**src/hdl/lgpe_pkg.sv**
```systemverilog
// ----------------------------------------------------------------------------
// Light gate pre/post extender package
// Beat types for the sample and result channels, register map constants.
// ----------------------------------------------------------------------------
package lgpe_pkg;

	localparam int WORD_W  = 32;
	localparam int PRE_W   = 7;
	localparam int POST_W  = 16;
	localparam int ADDR_W  = 4;
	localparam int DATA_W  = 32;

	// Register indexes; byte address is four times the index.
	localparam logic [1:0] REG_LIGHT_MASK = 2'd0;
	localparam logic [1:0] REG_PRE_SCANS  = 2'd1;
	localparam logic [1:0] REG_POST_SCANS = 2'd2;

	typedef struct packed {
		logic [WORD_W-1:0] sample_word;
		logic              start_of_record;
	} in_beat_t;

	typedef struct packed {
		logic [WORD_W-1:0] word_out;
		logic              out_valid;
	} out_beat_t;

endpackage

```
**src/hdl/lgpe_look.sv**
```systemverilog
// ----------------------------------------------------------------------------
// Light gate lookahead
// Decides whether a lit word lies ahead of the leaving word within the
// pre-lighting window, stopping at the first record start.
// ----------------------------------------------------------------------------
module lgpe_look #(
	parameter int DELAY = 64
) (
	input  logic [DELAY-1:0][lgpe_pkg::WORD_W-1:0] words,
	input  logic [DELAY-1:0]                       starts,
	input  logic [lgpe_pkg::WORD_W-1:0]            light_mask,
	input  logic [lgpe_pkg::PRE_W-1:0]             pre_scans,
	output logic                                   ahead
);

	logic [DELAY-1:0] lit_only;
	logic [DELAY-1:0] stop_vec;
	logic [DELAY-1:0] first_stop;

	// Bit j stands for the word j+1 places ahead of the leaving word.
	always_comb begin
		for (int j = 0; j < DELAY; j++) begin
			lit_only[j] = (|(words[j] & light_mask)) && !starts[j];
			stop_vec[j] = ((|(words[j] & light_mask)) || starts[j])
				&& ((j + 1) <= int'(pre_scans));
		end
	end

	// Isolate the nearest stop: either a lit word or a record start.
	assign first_stop = stop_vec & (~stop_vec + {{(DELAY-1){1'b0}}, 1'b1});
	assign ahead      = |(first_stop & lit_only);

endmodule

```
**src/hdl/light_gate_pre_post_extender.sv**
```systemverilog
// ----------------------------------------------------------------------------
// Light gate pre/post extender
// Delays a stream of digital output words by DELAY beats and widens every
// pulse on the masked light line: pre-lighting through lookahead along the
// delay line, post-lighting through a hold counter.
// ----------------------------------------------------------------------------
//  channel   direction  handshake                      payload
//  in        sink       in_valid / in_ready            in_data  (in_beat_t)
//  out       source     out_valid / out_ready          out_data (out_beat_t)
//  config    APB slave  psel penable pwrite, pready=1  paddr pwdata prdata
//
// One beat is taken per clock unless a waiting result is not taken; each
// result is registered in the cycle after its beat; its word entered DELAY
// beats earlier. The lookahead over the delay line is one find-first pass.
// Reset clears the configuration registers, hold counter, fill count and
// result valid flag. A stalled result stops intake only while out_ready is low.
module light_gate_pre_post_extender #(
	parameter int DELAY = 64
) (
	input  logic                            clk,
	input  logic                            arst_n,
	input  logic                            in_valid,
	output logic                            in_ready,
	input  lgpe_pkg::in_beat_t              in_data,
	output logic                            out_valid,
	input  logic                            out_ready,
	output lgpe_pkg::out_beat_t             out_data,
	input  logic                            psel,
	input  logic                            penable,
	input  logic                            pwrite,
	input  logic [lgpe_pkg::ADDR_W-1:0]     paddr,
	input  logic [lgpe_pkg::DATA_W-1:0]     pwdata,
	output logic [lgpe_pkg::DATA_W-1:0]     prdata,
	output logic                            pready
);

	localparam int FILL_W = $clog2(DELAY + 1);

	logic [lgpe_pkg::WORD_W-1:0] light_mask_q;
	logic [lgpe_pkg::PRE_W-1:0]  pre_scans_q;
	logic [lgpe_pkg::POST_W-1:0] post_scans_q;

	lgpe_pkg::in_beat_t          line_q [DELAY];
	logic [lgpe_pkg::POST_W-1:0] hold_q;
	logic [FILL_W-1:0]           fill_q;
	logic                        out_valid_q;
	lgpe_pkg::out_beat_t         out_data_q;

	logic                                   accept;
	logic                                   wr_en;
	logic [1:0]                             reg_idx;
	lgpe_pkg::in_beat_t                     cur;
	logic [DELAY-1:0][lgpe_pkg::WORD_W-1:0] ahead_words;
	logic [DELAY-1:0]                       ahead_starts;
	logic                                   ahead;
	logic                                   cur_lit;
	logic [lgpe_pkg::POST_W-1:0]            hold_base;
	logic [lgpe_pkg::POST_W-1:0]            hold_nxt;
	logic [lgpe_pkg::WORD_W-1:0]            word_nxt;
	logic                                   filled;

	// Configuration port.
	assign pready  = 1'b1;
	assign reg_idx = paddr[3:2];
	assign wr_en   = psel && penable && pwrite;

	always_ff @(posedge clk or negedge arst_n) begin
		if (!arst_n) begin
			light_mask_q <= '0;
			pre_scans_q  <= '0;
			post_scans_q <= '0;
		end else if (wr_en) begin
			case (reg_idx)
				lgpe_pkg::REG_LIGHT_MASK: light_mask_q <= pwdata;
				lgpe_pkg::REG_PRE_SCANS:  pre_scans_q  <= pwdata[lgpe_pkg::PRE_W-1:0];
				lgpe_pkg::REG_POST_SCANS: post_scans_q <= pwdata[lgpe_pkg::POST_W-1:0];
				default: ;
			endcase
		end
	end

	always_comb begin
		case (reg_idx)
			lgpe_pkg::REG_LIGHT_MASK: prdata = light_mask_q;
			lgpe_pkg::REG_PRE_SCANS:
				prdata = {{(lgpe_pkg::DATA_W-lgpe_pkg::PRE_W){1'b0}}, pre_scans_q};
			lgpe_pkg::REG_POST_SCANS:
				prdata = {{(lgpe_pkg::DATA_W-lgpe_pkg::POST_W){1'b0}}, post_scans_q};
			default: prdata = '0;
		endcase
	end

	// Intake is held off only by a result that is waiting and not taken.
	assign in_ready = !out_valid_q || out_ready;
	assign accept   = in_valid && in_ready;

	// Delay line; the oldest entry is the word that leaves on this beat.
	always_ff @(posedge clk) begin
		if (accept) begin
			line_q[0] <= in_data;
			for (int i = 1; i < DELAY; i++) begin
				line_q[i] <= line_q[i-1];
			end
		end
	end

	assign cur = line_q[DELAY-1];

	// The word one place ahead of the leaving one is the next-oldest stored
	// entry; the farthest lookahead position is the incoming beat.
	for (genvar j = 0; j < DELAY; j++) begin : g_ahead
		if (j == DELAY - 1) begin : g_in
			assign ahead_words[j]  = in_data.sample_word;
			assign ahead_starts[j] = in_data.start_of_record;
		end else begin : g_line
			assign ahead_words[j]  = line_q[DELAY-2-j].sample_word;
			assign ahead_starts[j] = line_q[DELAY-2-j].start_of_record;
		end
	end

	lgpe_look #(
		.DELAY(DELAY)
	) u_look (
		.words      (ahead_words),
		.starts     (ahead_starts),
		.light_mask (light_mask_q),
		.pre_scans  (pre_scans_q),
		.ahead      (ahead)
	);

	assign filled  = (fill_q == FILL_W'(DELAY));
	assign cur_lit = |(cur.sample_word & light_mask_q);

	always_comb begin
		hold_base = cur.start_of_record ? '0 : hold_q;
		word_nxt  = cur.sample_word;
		hold_nxt  = hold_base;
		if (cur_lit || ahead) begin
			word_nxt = cur.sample_word | light_mask_q;
			hold_nxt = (post_scans_q != '0) ? post_scans_q - 1'b1 : '0;
		end else if (hold_base != '0) begin
			word_nxt = cur.sample_word | light_mask_q;
			hold_nxt = hold_base - 1'b1;
		end
	end

	always_ff @(posedge clk or negedge arst_n) begin
		if (!arst_n) begin
			hold_q      <= '0;
			fill_q      <= '0;
			out_valid_q <= 1'b0;
		end else begin
			if (accept) begin
				if (filled) begin
					hold_q <= hold_nxt;
				end else begin
					fill_q <= fill_q + 1'b1;
				end
				out_valid_q <= 1'b1;
			end else if (out_ready) begin
				out_valid_q <= 1'b0;
			end
		end
	end

	always_ff @(posedge clk) begin
		if (accept) begin
			out_data_q.word_out  <= filled ? word_nxt : '0;
			out_data_q.out_valid <= filled;
		end
	end

	assign out_valid = out_valid_q;
	assign out_data  = out_data_q;

endmodule

```
**config.mk**
```make
export PLATFORM = sky130hd
export DESIGN_NAME = light_gate_pre_post_extender
export DESIGN_NICKNAME = d
export VERILOG_FILES = /design/src/hdl/lgpe_pkg.sv /design/src/hdl/lgpe_look.sv /design/src/hdl/light_gate_pre_post_extender.sv
export SDC_FILE = /design/constraint.sdc
export NUM_CORES = 2
export LEC_CHECK = 0
export ABC_CLOCK_PERIOD_IN_PS = 128500
export BUFFER_PORTS_ARGS = -buffer_cell sky130_fd_sc_hd__buf_2
export CAP_MARGIN = 25
export CORE_MARGIN = 3
export CORE_UTILIZATION = 40
export CTS_CLUSTER_DIAMETER = 120
export DETAILED_ROUTE_END_ITERATION = 8
export GPL_TIMING_DRIVEN = 0
export PLACE_DENSITY_LB_ADDON = 0.12
export RECOVER_POWER = 50
export SYNTH_ARGS = -nofsm -noshare
export SYNTH_HDL_FRONTEND = slang
export SYNTH_SLANG_ARGS = --single-unit
```
**constraint.sdc**
```tcl
create_clock -name clk -period 128.5 [get_ports clk]
set_input_delay 12.85 -clock clk [delete_from_list [all_inputs] [get_ports clk]]
set_output_delay 12.85 -clock clk [all_outputs]
set_load 0.005 [all_outputs]
```
==> After elaboration in Yosys (flattened, before gate mapping) <==
Memories as Yosys holds them, arrays and structs flattened.
Index checks and enable logic that the tools add are counted.
W data, S select, Z words.
{ "op_classes": {"add_sub_neg": 4, "magnitude_cmp": 64, "n_eq_ne": 3, "muxes": 11, "n_bitwise": 70, "reduce_logical": 337} }
{ "ops": {"columns": ["cell", "n"], "rows": [
  ["$and A32 B32 Y32", 65],
  ["$reduce_or A32 Y1", 65],
  ["$le A6 B7 Y1 const A", 32],
  ["$logic_and A1 B1 Y1", 131],
  ["$and A64 B64 Y64", 2],
  ["$le A5 B7 Y1 const A", 16],
  ["$pmux W32 S3", 1],
  ["$logic_or A1 B1 Y1", 66],
  ["$logic_not A1 Y1", 65],
  ["$add A64 B1 Y64 const B", 1],
  ["$mux W16", 4],
  ["$mux W32", 2],
  ["$not A64 Y64", 1],
  ["$reduce_or A64 Y1", 1],
  ["$le A4 B7 Y1 const A", 8],
  ["$or A32 B32 Y32", 1],
  ["$reduce_bool A16 Y1", 2],
  ["$sub A16 B1 Y16 const B", 2],
  ["$le A3 B7 Y1 const A", 4],
  ["$le A2 B7 Y1 const A", 2],
  ["$reduce_and A2 Y1", 5],
  ["$add A7 B1 Y7 const B", 1],
  ["$eq A7 B7 Y1 const B", 1],
  ["$le A1 B7 Y1 const A", 1],
  ["7 further kinds", 10]
]} }
{ "word_totals": {"reg_bits": 112, "ram_bits": 2112, "input_bits": 76, "out_inout_bits": 68, "elab_cells": 498, "mem_count": 1} }
{ "mem_list": {"columns": ["memory", "depth", "width", "read_ports", "rd_clocked_by_memory_dff", "wr", "line", "source"], "rows": [
  ["line_q", 64, 33, 64, 0, 64, "light_gate_pre_post_extender.sv:43", "lgpe_pkg::in_beat_t line_q [DELAY];"]
]} }

==> Depth between registers and ports, before layout <==
An unclocked memory read counts as a cell.
{ "depth": {"depth_word": 12, "mapped_depth": 18, "mapped_depth_nobuf": 12} }

==> Hierarchy <==
A second synthesis with hierarchy kept.
{ "unflattened": {"hier_cells": 4589, "area_unflattened_um2": 83422.5} }
{ "modules_own_cells": {"columns": ["mod", "n_inst", "cells_each", "area_per_inst_um2", "seq_area_each_um2"], "rows": [
  ["light_gate_pre_post_extender", 1, 2633, 69310.2, 66388.7],
  ["lgpe_look", 1, 1956, 14112.3, 0.0]
]} }

==> Worst setup path after synthesis <==
No wires, ideal clock.
{ "synth_timing": {"path_kind": "input to register", "from": "in out_ready", "to": "reg hold_q[13] in the netlist's numbering", "setup_ns": 0.104, "arrival_time_ns": 81.991, "required_time_ns": 128.396, "path_slack_ns": 46.404, "cell_stages": 7, "path_buffers": 1, "cell_sequence": "nand2b_1 -> and2_1 -> clkbuf_1 -> nand2_1 -> a31oi_1 -> o21ai_0 -> o221ai_1"} }
{ "synth_between": {"elab_chain_cells": 3} }
{ "synth_rtl": {"columns": ["element", "line", "source"], "rows": [
  ["from (decl)", "light_gate_pre_post_extender.sv:26", "input logic out_ready,"],
  ["$logic_or A1 B1 Y1", "light_gate_pre_post_extender.sv:94", "assign in_ready = !out_valid_q || out_ready;"],
  ["$logic_and A1 B1 Y1", "light_gate_pre_post_extender.sv:95", "assign accept = in_valid && in_ready;"],
  ["net accept", "light_gate_pre_post_extender.sv:49", "logic accept;"],
  ["$reduce_and A2 Y1 (no line)", null, null],
  ["to (signal assigned)", "light_gate_pre_post_extender.sv:155", "hold_q <= hold_nxt;"],
  ["to (decl)", "light_gate_pre_post_extender.sv:44", "logic [lgpe_pkg::POST_W-1:0] hold_q;"]
]} }
The timed path passes the listed nets, and every way through them passes these cells.
A chain may end at the register's enable or synchronous reset.

==> Worst setup path after layout <==
{ "layout_timing": {"from": "in paddr[2] in the netlist's numbering", "to": "out prdata[23] in the netlist's numbering"} }
{ "layout_between": {"elab_chain_cells": 2, "elab_cells_between_ends": 4, "classes_between": "2 x eq/ne; 1 x mux; 1 x reduce/logical"} }
{ "layout_rtl": {"columns": ["element", "line", "source"], "rows": [
  ["from (decl)", "light_gate_pre_post_extender.sv:31", "input logic [lgpe_pkg::ADDR_W-1:0] paddr,"],
  ["$eq A2 B2 Y1, or another cell as far along", "light_gate_pre_post_extender.sv:83", "case (reg_idx)"],
  ["$pmux W32 S3 (*)", "light_gate_pre_post_extender.sv:83", null],
  ["to (decl)", "light_gate_pre_post_extender.sv:33", "output logic [lgpe_pkg::DATA_W-1:0] prdata,"]
]} }
Every way passes the cells marked *; elsewhere a longest branch is shown, timed or not.

==> results_dict.tcl <==
set metrics [dict create \
    result_of_the_run "finished, violations left" \
    violations "max-capacitance violations, max-slew violations" \
    drt_pre_antenna_iters 7 \
    crit_path_start_kind "input pin" \
    critPathTopFamily "buffers and inverters" \
    placeableCoreArea_um2 206000 \
    class_of_the_tightest_hold_or_removal_check "flip-flop to flip-flop" \
    synth.lib_cells_used.distinct 76 \
    final.period_utilization_pct 21.3 \
    drt-wirelength-per-cell_um 52.6 \
    detail_route.iter0.violations 12700 \
    fmax_mhz 36.6 \
    ys_seq_elements 2224 \
    critPathMostFrequentCell "sky130_fd_sc_hd__clkbuf_1" \
    worst_path_largest_cell_delay_ns 0.54 \
    grt_antenna_before_repair 91 \
    finalCriticalPeriod_ns 27.35 \
    ys_dominant_reg_cell "sky130_fd_sc_hd__edfxtp_1" \
    area_growth_pct 16.2 \
    synth_simple_gate_area_share_pct 3.34 \
    power.density_cell_area_nw_per_um2 21.0 \
    final_nets 5101 \
    netlist.area_leader.share_pct 77.4 \
    unrepaired_setup_endpoints_after_global_routing "false" \
    critPathCaptureType "output pin" \
    synth-async-reset-ratio_pct 3.55 \
    final_antenna_net_count 0 \
    total_leakage_power_nw 32.7 \
    postCtsSetupRepairBufs 0 \
    grt_overflow 0 \
    max_cap_violations 4 \
    timing.critical_path.cells "clkbuf_1 > clkbuf_1 > nor2_1 > buf_4 > clkbuf_1 > and2_1 > buf_2" \
    tritoncts.num_buffers 228 \
    timing.critical_path.arrival_ns 14.50 \
    worst-path-buf-inv 5 \
    final.setup.tns_ns 0 \
    crit_required_ns 115.65 \
    ir_worst_vdd_mv 0.0157 \
    timing.final.hold_violations 0 \
    clk_transition_reported_paths_ns 0.07 \
    cp_num_cells 7 \
    grt_pass1_wl_um 530000 \
    holdBufCountCts 0 \
    mostFrequentLayoutCells "sky130_fd_sc_hd__edfxtp_1 (2,145), sky130_fd_sc_hd__a22o_1 (417), sky130_fd_sc_hd__a221oi_1 (416), sky130_fd_sc_hd__buf_2 (322), sky130_fd_sc_hd__clkbuf_16 (228)" \
    initial_core_util_pct 40.4 \
    final.setup.worst_slack_ns 101.15 \
    layout_commonest_cell "sky130_fd_sc_hd__edfxtp_1" \
    post-route-drc-count 0 \
    synthXorXnorAreaFrac_pct 0.168 \
    path_class "input pin to output pin" \
    tritoncts "built" \
    synth_fa_ha_area_share_pct 0.0751 \
    synth_top_family_by_area "compound AO/OA/AOI/OAI gates" \
    r2r.worst_path.cells 16 \
    detailroute.via_count 57000 \
    synth_mux_area_share_pct 0.923 \
    cts-htree-levels 4 \
    syn-instance-count 4578 \
    cts.path.max_buffers 3 \
    syn-cell-area_um2 83300 \
    clock_insertion_delay_worst_skew_ns 0.94 \
    critical_path.slowest_cell "sky130_fd_sc_hd__clkbuf_1" \
    final_setup_violations 0 \
    dp.final_hpwl_um 291000 \
    synth_seq_area_share_pct 79.7 \
    yosysWarnings 0 \
    synthesis.area_per_instance_um2 18.2 \
    synthesized_area_fraction_occupied_by_ao_oa_aoi_and_oai_cells_pct 13.6 \
    whs_path_depth 0 \
    gr-usage-all-layers_pct 39.1 \
    post_cts_resized 0 \
    number_of_enable_type_register_cells_in_the_synthesized_netlist 2145 \
    clock-skew-final_ns 0.103 \
    slew_headroom_pct -167 \
    yosysTopAreaCell "sky130_fd_sc_hd__edfxtp_1" \
    design.portCount 144 \
    critical_path.max_fanout 10 \
    gp_routability_congestion 1.06 \
    cts_sinks 2224 \
    placement_rows 166 \
    drive_above_1_share_pct 15.9 \
    yosys-top-cells-area "sky130_fd_sc_hd__edfxtp_1 (77%), sky130_fd_sc_hd__a22o_1 (4.4%), sky130_fd_sc_hd__a221oi_1 (4.4%)" \
    final_max_slew_viol_count 171 \
    floorplan.die_area_um2 214000 \
    io_buffer_count 140 \
    syn_nets 4659 \
    grt_start_max_net_pins 73 \
    dieWidth_um 462 \
    via_per_inst 7.06 \
    dieHeight_um 462 \
    wl_um 424000 \
    grt_pass1_vias 50500 \
    timing_worst_slew_pin_value_ns 4.00 \
    dp_slack_ns 101.20 \
    nFillCells 17600 \
    clk_root_buffer_cell "sky130_fd_sc_hd__clkbuf_16" \
]
## cells by family (layout without fill, tap and decap cells)
family	Yosys count	after routing
AND/OR/NAND/NOR	469	469
adder cells (fa/ha/maj)	5	5
other	1	78
multiplexers	70	70
XOR/XNOR	16	16
AO/OA/AOI/OAI	1406	1406
flip-flops	2224	2224
buffers and inverters	387	1029
## cell usage after synthesis, types with 7 or more instances
cell and count:
sky130_fd_sc_hd__a22oi_1 209, sky130_fd_sc_hd__nand2_1 85, sky130_fd_sc_hd__nor4_1 19, sky130_fd_sc_hd__a211o_1 11, sky130_fd_sc_hd__xnor2_1 10, sky130_fd_sc_hd__and4_1 99, sky130_fd_sc_hd__o31ai_1 33, sky130_fd_sc_hd__a21o_1 7
sky130_fd_sc_hd__a22o_1 417, sky130_fd_sc_hd__clkbuf_1 48, sky130_fd_sc_hd__buf_2 189, sky130_fd_sc_hd__a211oi_1 21, sky130_fd_sc_hd__o211ai_1 13, sky130_fd_sc_hd__nor2_1 71, sky130_fd_sc_hd__or4_1 11, sky130_fd_sc_hd__inv_1 104
sky130_fd_sc_hd__buf_1 27, sky130_fd_sc_hd__buf_4 11, sky130_fd_sc_hd__a2111oi_0 14, sky130_fd_sc_hd__nand3_1 27, sky130_fd_sc_hd__o31a_1 7, sky130_fd_sc_hd__a221oi_1 416, sky130_fd_sc_hd__a31oi_1 57, sky130_fd_sc_hd__a21oi_1 109
sky130_fd_sc_hd__or3_1 9, sky130_fd_sc_hd__o21ai_0 36, sky130_fd_sc_hd__mux2_2 54, sky130_fd_sc_hd__and2_1 21, sky130_fd_sc_hd__nand2b_1 8, sky130_fd_sc_hd__nand4_1 57, sky130_fd_sc_hd__mux2i_1 16, sky130_fd_sc_hd__dfrtp_1 79
sky130_fd_sc_hd__a32oi_1 8, sky130_fd_sc_hd__edfxtp_1 2145, sky130_fd_sc_hd__buf_6 8, sky130_fd_sc_hd__nor3_1 32
## where the power goes
group	total (mW)	switching, mW	internal, mW
sequential	0.898	0.0495	0.848
clock	0.688	0.305	0.383
combinational	0.448	0.356	0.0925
## final timing paths
check,end,slack [ns],start
min reg2reg,line_q[0][546],0.39,line_q[0][513]
max reg2reg,hold_q[13],120.06,light_mask_q[17]
min,line_q[0][546],0.39,line_q[0][513]
max,prdata[23],101.15,paddr[2]
min in group asynchronous,hold_q[8],12.35,arst_n
max in group asynchronous,light_mask_q[22],111.65,arst_n
## routing by layer
layer | part of all wire (%) | track usage (%) | vias up
met3 | 14 | 14.0 | 1153
met5 | 0.065 | 0 | -
li1 | - | - | 20500
met2 | 42 | 54.4 | 5541
met1 | 37 | 51.5 | 29700
met4 | 7.2 | 25.8 | 34
## through the flow
stage	instances	util, %	instance area (µm²)	total power, mW	hold WS [ns]
3_3_place_gp	7490	42.5	87400	1.47	0.429
2_1_floorplan	4578	-	83300	1.14	0.423
6_report	8069	47.0	96800	2.03	0.391
4_1_cts	7984	46.9	96500	2.00	0.392
5_1_grt	8000	46.9	96600	2.04	0.406
3_5_place_dp	7554	43.2	89000	1.33	0.433
## layout make-up
cell class              instances  area (µm²)  share of cell area [%]
diodes                         77         193                   0.199
plain buffers                 283        1440                    1.49
clock buffers                 267        5850                    6.05
clock inverters               163        1720                    1.78
inverters                     104         390                   0.403
multi-input cells            1967       15100                    15.6
flip-flops and latches       2224       66400                    68.6
well taps                    2772        3470                    3.58
repair buffers                212        2220                    2.30
## flip-flops by register name (all words and copies together), names as in the netlist
register      flops
line_q         2112
out_data         33
light_mask_q     32
hold_q           16
post_scans_q     16
fill_q            7
pre_scans_q       7
out_valid         1
(Power assumes the default switching activity.)
